[config.mk]
export PLATFORM = sky130hd
export DESIGN_NAME = mqtt_packet_deframer
export DESIGN_NICKNAME = d
export VERILOG_FILES = /design/src/rtl/core/mpd_pkg.sv /design/src/rtl/core/mpd_judge.sv /design/src/rtl/core/mpd_step.sv /design/src/rtl/core/mqtt_packet_deframer.sv
export VERILOG_INCLUDE_DIRS = /design/src /design/src/rtl/core
export SDC_FILE = /design/constraint.sdc
export NUM_CORES = 1
export LEC_CHECK = 0
export BUFFER_PORTS_ARGS = -buffer_cell sky130_fd_sc_hd__buf_2
export CAP_MARGIN = 10
export CORE_MARGIN = 8
export CORE_UTILIZATION = 30
export DETAILED_ROUTE_END_ITERATION = 8
export PLACE_DENSITY_LB_ADDON = 0.1
export SLEW_MARGIN = 40
export SYNTH_ARGS = -nofsm -noshare
export SYNTH_HDL_FRONTEND = slang
export SYNTH_HIERARCHICAL = 1
export SYNTH_SLANG_ARGS = --single-unit
[constraint.sdc]
create_clock -name clk_i -period 8.5 [get_ports clk_i]
set_input_delay 1.275 -clock clk_i [delete_from_list [all_inputs] [get_ports clk_i]]
set_output_delay 1.275 -clock clk_i [all_outputs]
set_load 0.03 [all_outputs]
[src/rtl/core/mqtt_packet_deframer_defines.svh]
// assertion macros for the packet deframer
`ifndef MQTT_PACKET_DEFRAMER_DEFINES_SVH
`define MQTT_PACKET_DEFRAMER_DEFINES_SVH

`ifndef NO_ASSERTIONS
// clocked assertion with explicit clock and active-low reset
`define MPD_ASSERT_AT(label, clk, rst_n, prop, msg) \
  label: assert property (@(posedge clk) disable iff (!rst_n) prop) else $error(msg);
// assertion on the block clock and reset
`define MPD_ASSERT(label, prop, msg) `MPD_ASSERT_AT(label, clk_i, rst_ni, prop, msg)
`else
`define MPD_ASSERT_AT(label, clk, rst_n, prop, msg)
`define MPD_ASSERT(label, prop, msg)
`endif

`endif

[src/rtl/core/mpd_pkg.sv]
// types, codes and constants shared by the packet deframer modules
`default_nettype none

package mpd_pkg;

  localparam int MaxLengthBytes = 4;
  localparam int LenW           = 28;
  localparam int TopicW         = 16;

  localparam logic [3:0] KindConnack  = 4'd2;
  localparam logic [3:0] KindPublish  = 4'd3;
  localparam logic [3:0] KindPuback   = 4'd4;
  localparam logic [3:0] KindPubrec   = 4'd5;
  localparam logic [3:0] KindPubrel   = 4'd6;
  localparam logic [3:0] KindPubcomp  = 4'd7;
  localparam logic [3:0] KindSuback   = 4'd9;
  localparam logic [3:0] KindUnsuback = 4'd11;
  localparam logic [3:0] KindPingresp = 4'd13;

  typedef enum logic [1:0] {
    PhHeader,
    PhLength,
    PhBody
  } phase_e;

  typedef enum logic [2:0] {
    ClsHeader,
    ClsLength,
    ClsTopicLen,
    ClsTopic,
    ClsPacketId,
    ClsPayload,
    ClsOther
  } class_e;

  typedef enum logic [2:0] {
    StMid,
    StOk,
    StConnackAcc,
    StConnackRej,
    StTooShort,
    StTopicOverrun,
    StMalformed,
    StUnknown
  } status_e;

  typedef struct packed {
    logic [7:0] rx_byte;
    logic       restart;
  } in_t;

  typedef struct packed {
    logic [7:0]      data_byte;
    logic [2:0]      byte_class;
    logic [3:0]      packet_kind;
    logic [3:0]      header_flags;
    logic [1:0]      qos_level;
    logic [LenW-1:0] body_length;
    logic            packet_end;
    logic [2:0]      packet_status;
    logic [7:0]      connack_code;
  } out_t;

  typedef struct packed {
    phase_e            phase;
    logic [3:0]        kind;
    logic [3:0]        flags;
    logic [LenW-1:0]   len_accum;
    logic [LenW-1:0]   body_cnt;
    logic [TopicW-1:0] topic_len;
    logic [7:0]        code;
  } state_t;

endpackage

`default_nettype wire

[src/rtl/core/mpd_judge.sv]
// end-of-packet status from the packet kind, length, topic length and return code
`default_nettype none

module mpd_judge (
  input  mpd_pkg::state_t  st_i,
  output mpd_pkg::status_e status_o
);

  logic [mpd_pkg::LenW-1:0] topic_room;

  assign topic_room = st_i.len_accum - 28'd2;

  always_comb begin
    status_o = mpd_pkg::StUnknown;
    case (st_i.kind) inside
      mpd_pkg::KindConnack: begin
        if (st_i.len_accum < 28'd2) begin
          status_o = mpd_pkg::StTooShort;
        end else if (st_i.code == 8'd0) begin
          status_o = mpd_pkg::StConnackAcc;
        end else begin
          status_o = mpd_pkg::StConnackRej;
        end
      end
      mpd_pkg::KindPublish: begin
        if (st_i.len_accum < 28'd2) begin
          status_o = mpd_pkg::StTooShort;
        end else if (topic_room < {12'd0, st_i.topic_len}) begin
          status_o = mpd_pkg::StTopicOverrun;
        end else begin
          status_o = mpd_pkg::StOk;
        end
      end
      mpd_pkg::KindPuback, mpd_pkg::KindPubrec, mpd_pkg::KindPubrel,
      mpd_pkg::KindPubcomp, mpd_pkg::KindSuback, mpd_pkg::KindUnsuback,
      mpd_pkg::KindPingresp: begin
        status_o = mpd_pkg::StOk;
      end
      default: begin
        status_o = mpd_pkg::StUnknown;
      end
    endcase
  end

endmodule

`default_nettype wire

[src/rtl/core/mpd_step.sv]
// per-byte parse step: next parser state and the result item for one input byte
`default_nettype none

module mpd_step #(
  parameter  int MaxLengthBytes = mpd_pkg::MaxLengthBytes,
  localparam int CntW           = $clog2(MaxLengthBytes + 1)
) (
  input  mpd_pkg::state_t st_i,
  input  logic [CntW-1:0] cnt_i,
  input  mpd_pkg::in_t    item_i,
  output mpd_pkg::state_t st_o,
  output logic [CntW-1:0] cnt_o,
  output mpd_pkg::out_t   res_o
);

  mpd_pkg::state_t          st_d;
  logic [CntW-1:0]          cnt_d;
  mpd_pkg::phase_e          cur_phase;
  mpd_pkg::class_e          cls;
  mpd_pkg::status_e         judged;
  mpd_pkg::status_e         sts;
  logic                     end_judge;
  logic                     end_bad;
  logic [2:0]               cnt_w;
  logic [mpd_pkg::LenW-1:0] len_part;
  logic [mpd_pkg::LenW-1:0] body_inc;
  logic [mpd_pkg::LenW-1:0] topic_off;
  logic [mpd_pkg::LenW-1:0] id_off;
  logic [7:0]               b;

  assign b         = item_i.rx_byte;
  assign cnt_w     = 3'(cnt_i);
  assign body_inc  = st_i.body_cnt + 28'd1;
  assign topic_off = st_i.body_cnt - 28'd2;
  assign id_off    = topic_off - {12'd0, st_i.topic_len};

  // seven length bits placed by length byte position
  always_comb begin
    case (cnt_w[1:0])
      2'd0:    len_part = {21'd0, b[6:0]};
      2'd1:    len_part = {14'd0, b[6:0], 7'd0};
      2'd2:    len_part = {7'd0, b[6:0], 14'd0};
      default: len_part = {b[6:0], 21'd0};
    endcase
  end

  always_comb begin
    st_d      = st_i;
    cnt_d     = cnt_i;
    cls       = mpd_pkg::ClsHeader;
    end_judge = 1'b0;
    end_bad   = 1'b0;
    cur_phase = item_i.restart ? mpd_pkg::PhHeader : st_i.phase;
    case (cur_phase)
      mpd_pkg::PhLength: begin
        cls            = mpd_pkg::ClsLength;
        st_d.len_accum = st_i.len_accum | len_part;
        cnt_d          = cnt_i + CntW'(1);
        if (b[7]) begin
          if (cnt_d >= CntW'(MaxLengthBytes)) begin
            end_bad    = 1'b1;
            st_d.phase = mpd_pkg::PhHeader;
          end
        end else if (st_d.len_accum == '0) begin
          end_judge  = 1'b1;
          st_d.phase = mpd_pkg::PhHeader;
        end else begin
          st_d.phase = mpd_pkg::PhBody;
        end
      end
      mpd_pkg::PhBody: begin
        if (st_i.kind == mpd_pkg::KindPublish) begin
          if (st_i.body_cnt < 28'd2) begin
            cls = mpd_pkg::ClsTopicLen;
          end else if (topic_off < {12'd0, st_i.topic_len}) begin
            cls = mpd_pkg::ClsTopic;
          end else if (st_i.flags[2:1] != 2'd0 && id_off < 28'd2) begin
            cls = mpd_pkg::ClsPacketId;
          end else begin
            cls = mpd_pkg::ClsPayload;
          end
          if (st_i.body_cnt == 28'd0) begin
            st_d.topic_len = {b, 8'd0};
          end else if (st_i.body_cnt == 28'd1) begin
            st_d.topic_len[7:0] = b;
          end
        end else begin
          cls = mpd_pkg::ClsOther;
          if (st_i.kind == mpd_pkg::KindConnack && st_i.body_cnt == 28'd1) begin
            st_d.code = b;
          end
        end
        st_d.body_cnt = body_inc;
        if (body_inc >= st_i.len_accum) begin
          end_judge  = 1'b1;
          st_d.phase = mpd_pkg::PhHeader;
        end
      end
      default: begin
        // fixed header byte opens a new packet
        st_d.kind      = b[7:4];
        st_d.flags     = b[3:0];
        st_d.len_accum = '0;
        st_d.body_cnt  = '0;
        st_d.topic_len = '0;
        st_d.code      = '0;
        cnt_d          = '0;
        st_d.phase     = mpd_pkg::PhLength;
      end
    endcase
  end

  mpd_judge u_judge (
    .st_i     (st_d),
    .status_o (judged)
  );

  always_comb begin
    if (end_bad) begin
      sts = mpd_pkg::StMalformed;
    end else if (end_judge) begin
      sts = judged;
    end else begin
      sts = mpd_pkg::StMid;
    end
  end

  always_comb begin
    res_o.data_byte     = b;
    res_o.byte_class    = cls;
    res_o.packet_kind   = st_d.kind;
    res_o.header_flags  = st_d.flags;
    res_o.qos_level     = (st_d.kind == mpd_pkg::KindPublish) ? st_d.flags[2:1] : 2'd0;
    res_o.body_length   = st_d.len_accum;
    res_o.packet_end    = end_bad | end_judge;
    res_o.packet_status = sts;
    res_o.connack_code  = (sts == mpd_pkg::StConnackAcc || sts == mpd_pkg::StConnackRej)
                          ? st_d.code : 8'd0;
  end

  assign st_o  = st_d;
  assign cnt_o = cnt_d;

endmodule

`default_nettype wire

[src/rtl/core/mqtt_packet_deframer.sv]
// top level of the byte-wise control packet deframer
//
//   channel | direction | handshake               | payload
//   --------+-----------+-------------------------+---------------------
//   in      | input     | in_valid_i / in_ready_o   | in_data_i  (in_t)
//   out     | output    | out_valid_o / out_ready_i | out_data_o (out_t)
//
// one byte per cycle sustained while the output is not stalled; an item waits in the input register,
// then one pass of the parse step writes the result register and the parser state
// reset clears the parser state to waiting for a fixed header and empties both registers
// a stall on the output holds the result and the pending item, and input stalls only
// once both registers are full
`default_nettype none
`include "mqtt_packet_deframer_defines.svh"

module mqtt_packet_deframer #(
  parameter  int MaxLengthBytes = mpd_pkg::MaxLengthBytes,
  localparam int CntW           = $clog2(MaxLengthBytes + 1)
) (
  input  logic          clk_i,
  input  logic          rst_ni,
  input  logic          in_valid_i,
  output logic          in_ready_o,
  input  mpd_pkg::in_t  in_data_i,
  output logic          out_valid_o,
  input  logic          out_ready_i,
  output mpd_pkg::out_t out_data_o
);

  logic            in_vld_q;
  mpd_pkg::in_t    in_q;
  logic            out_vld_q;
  mpd_pkg::out_t   out_q;
  mpd_pkg::state_t st_q;
  mpd_pkg::state_t st_d;
  logic [CntW-1:0] cnt_q;
  logic [CntW-1:0] cnt_d;
  mpd_pkg::out_t   res;
  logic            adv;

  // the pending item moves on when the result register is free or being drained
  assign adv        = in_vld_q && (!out_vld_q || out_ready_i);
  assign in_ready_o = !in_vld_q || adv;

  mpd_step #(
    .MaxLengthBytes (MaxLengthBytes)
  ) u_step (
    .st_i   (st_q),
    .cnt_i  (cnt_q),
    .item_i (in_q),
    .st_o   (st_d),
    .cnt_o  (cnt_d),
    .res_o  (res)
  );

  always_ff @(posedge clk_i or negedge rst_ni) begin
    if (!rst_ni) begin
      in_vld_q  <= 1'b0;
      out_vld_q <= 1'b0;
      st_q      <= '{phase: mpd_pkg::PhHeader, default: '0};
      cnt_q     <= '0;
    end else begin
      if (in_ready_o) begin
        in_vld_q <= in_valid_i;
      end
      if (adv) begin
        out_vld_q <= 1'b1;
        st_q      <= st_d;
        cnt_q     <= cnt_d;
      end else if (out_ready_i) begin
        out_vld_q <= 1'b0;
      end
    end
  end

  always_ff @(posedge clk_i) begin
    if (in_valid_i && in_ready_o) begin
      in_q <= in_data_i;
    end
    if (adv) begin
      out_q <= res;
    end
  end

  assign out_valid_o = out_vld_q;
  assign out_data_o  = out_q;

  `MPD_ASSERT(a_end_has_status,
    out_valid_o |-> (out_data_o.packet_end == (out_data_o.packet_status != mpd_pkg::StMid)),
    "packet end and status disagree")
  `MPD_ASSERT(a_header_not_end,
    out_valid_o && out_data_o.byte_class == mpd_pkg::ClsHeader |-> !out_data_o.packet_end,
    "header byte reported as packet end")
  `MPD_ASSERT(a_length_body_clear,
    st_q.phase == mpd_pkg::PhLength |-> st_q.body_cnt == '0,
    "body count not clear during length bytes")
  `MPD_ASSERT(a_pending_held,
    in_vld_q && !adv |=> in_vld_q && $stable(in_q),
    "pending item lost while output stalled")

endmodule

`default_nettype wire

==> impl_metrics.ini <==
[logic_synthesis]
ys_types = 81
synth_nets = 1344
netlist_area_mm2 = 0.0121
yosysWarnings = 6
synth_edf_count = 70
synthArstFlopShare_pct = 57.6
netlist_instances = 1258
synth-seq-cells = 165
synthFlopType = dfrtp_1
ys_seq_area_share_pct = 37.1
synth_area_per_cell_um2 = 9.61

[detailed_routing]
wl_per_cell_um = 21.4
first_pass_iters = 6
via_per_inst = 5.22
drt_iter0_drc = 696
ant_nets = 0
vias = 9375
drt_wl_total_um = 38300
drc_errors = 0

[timing]
setup_violations = 0
slew_headroom_pct = 39.4
period_needed_ns = 6.49
slew_violations = 0
max_slew.worst_pin.slew_ns = 0.909
fmax_mhz = 154
setup_tns_ns = 0
hold_viol = 0
fin_crit_sh_pct = 76.3
holdWs_ns = 0.508
rsz0062_at_grt = no
clock_skew_ns = 0.0140

[clocking]
cts_made_buffers = 17
cts_hold_buf = 0
cts_buffer_depth = 2
clkTransAtPathRegs_ns = 0.07
cts_setup_buffers = 0
clk-insertion-delay-late_ns = 0.45
cts_tree = built
cts_root_buf = clkbuf_16
cts.sinks = 165
cts.repair.resized = 0
htreeDepth = 4

[die]
start_util_pct = 30.4
coreArea_mm2 = 0.0397
die_h_um = 217
die-area_mm2 = 0.0470
rows = 73
die_w_um = 217
io_pins = 76

[cells_and_area]
layout_common_cells = nand2_1, dfrtp_1, inv_1
layout.cells.non_filler = 1795
drive_gt1_share_pct = 19.6
fin_nets = 1343
fill_cells = 4123
syn2layout_area_growth_pct = 9.60
antenna_cells = 0
final_common_cell = nand2_1
fin_util_pct = 33.3

[hold_path]
whs_path_depth = 1
hold_class = flip-flop to flip-flop

[critical_path]
cp.arrival_ns = 6.66
reg2reg_depth = 19
cp_data_required_time_ns = 8.68
r2r_slack_ns = 2.01
start_kind = flip-flop
critPathKind = flip-flop to flip-flop
startpoint = in_q[0]$_DFFE_PP_
r2r-start = in_q[0]$_DFFE_PP_
crit_path_end = out_data_o[1]$_DFFE_PP_
crit_fanout = 28
timing.rr.end = out_data_o[1]$_DFFE_PP_
crit_path_end_kind = flip-flop

[flow_run]
drv_cap = 0

[power_and_ir_drop]
power_density_mw_per_mm2 = 202
power_leakage_uw = 0.00558
p_total_uw = 2670
vdd_ir_drop_max_mv = 0.123

[grt]
grt_pass1_vias = 9356
grt_max_degree = 63
grt-ovfl-total = 0
antenna_found_initial = 1
grtUsageTotal_pct = 16.3
grt_pass1_wl_um = 59100

[place]
place_inst = 1763
gp_congestion = 0.822
hpwl_um = 27600
io_buffers = 75

[outcome]
status = finished, final reports clean
## worst max-delay path, cell delays in order, from the launching register on
cell	delay [ns]
edfxtp_1	0.38
nand2b_1	0.18
ha_1	0.29
buf_4	0.32
nand2b_1	0.47
nand2_1	0.54
a22o_1	0.45
nor4_1	0.57
nand3b_1	0.40
or4_1	0.51
xnor2_1	0.14
ha_1	0.29
nand4_1	0.11
nor2_1	0.07
a2111oi_0	0.43
nand4_1	0.18
o41ai_2	0.50
nor3_2	0.21
nand2_1	0.11
nor2_1	0.04
## flip-flops by register name, indices dropped and copies added, names as in the netlist
name	flops
out_valid_o	1
in_q	9
st_q	90
out_data_o	61
cnt_q	3
in_vld_q	1
## stage by stage
stage	worst slack, ns	cell area (µm²)
2_1_floorplan	3.18	12100
3_3_place_gp	2.31	12600
3_5_place_dp	2.08	12600
4_1_cts	2.04	13200
5_1_grt	1.46	13200
6_report	2.01	13200
## worst min-delay path by stage
stage                               startpoint                    to
after floorplan           st_q[80]$_DFFE_PN0P_  st_q[80]$_DFFE_PN0P_
after global placement    st_q[83]$_DFFE_PN0P_  st_q[83]$_DFFE_PN0P_
after detailed placement   st_q[1]$_DFFE_PN0P_   st_q[1]$_DFFE_PN0P_
after CTS                  st_q[1]$_DFFE_PN0P_   st_q[1]$_DFFE_PN0P_
after global routing       st_q[6]$_DFFE_PN0P_   st_q[6]$_DFFE_PN0P_
final                     st_q[83]$_DFFE_PN0P_  st_q[83]$_DFFE_PN0P_
## cell usage after synthesis (31+ instances only)
master / instances / share of area [%]
xor2_1: 35 / 2.5
mux2_4: 59 / 7.3
inv_1: 86 / 2.7
nand2_1: 117 / 3.6
xnor2_1: 31 / 2.2
dfrtp_1: 95 / 20
ha_1: 72 / 7.5
nor2_1: 79 / 2.5
mux2_2: 44 / 4.1
edfxtp_1: 70 / 17
a21oi_1: 55 / 2.3
clkbuf_1: 50 / 1.6
o21ai_0: 70 / 2.9
buf_4: 44 / 2.7
## logic make-up (layout without fill, tap and decap cells)
| group | count (synthesis) | after routing | share of synthesized area (%) |
|---|---|---|---|
| flip-flops | 165 | 165 | 37.1 |
| XOR/XNOR | 66 | 66 | 4.78 |
| adder cells (fa/ha/maj) | 73 | 73 | 7.62 |
| AO/OA/AOI/OAI | 272 | 272 | 15.0 |
| buffers and inverters | 200 | 212 | 8.27 |
| AND/OR/NAND/NOR | 374 | 374 | 15.4 |
| multiplexers | 108 | 108 | 11.8 |
## power breakdown
group	total [µW]	switching (µW)	leakage (µW)	internal [µW]
Combinational	862	552	0.00329	310
Sequential	971	59.3	0.00199	911
Clock	840	369	0.000304	472
Total	2670	980	0.00558	1690
## final cells by class
class | count | area [µm²] | area share (%)
clock buffers | 17 | 425 | 3.21
repair buffers | 94 | 528 | 3.99
clock inverters | 15 | 189 | 1.43
well taps | 525 | 657 | 4.96
flip-flops and latches | 165 | 4480 | 33.8
inverters | 86 | 323 | 2.44
multi-input cells | 893 | 6650 | 50.2
## per-layer routing
metal	GRT usage (%)	wire, µm	up-vias
met5	0	0	-
met4	4.55	606	0
met3	3.08	1700	29
met2	25.3	17800	217
met1	22.8	18200	4629
li1	-	-	4500
Note: power is estimated with default switching activity, not from simulation.
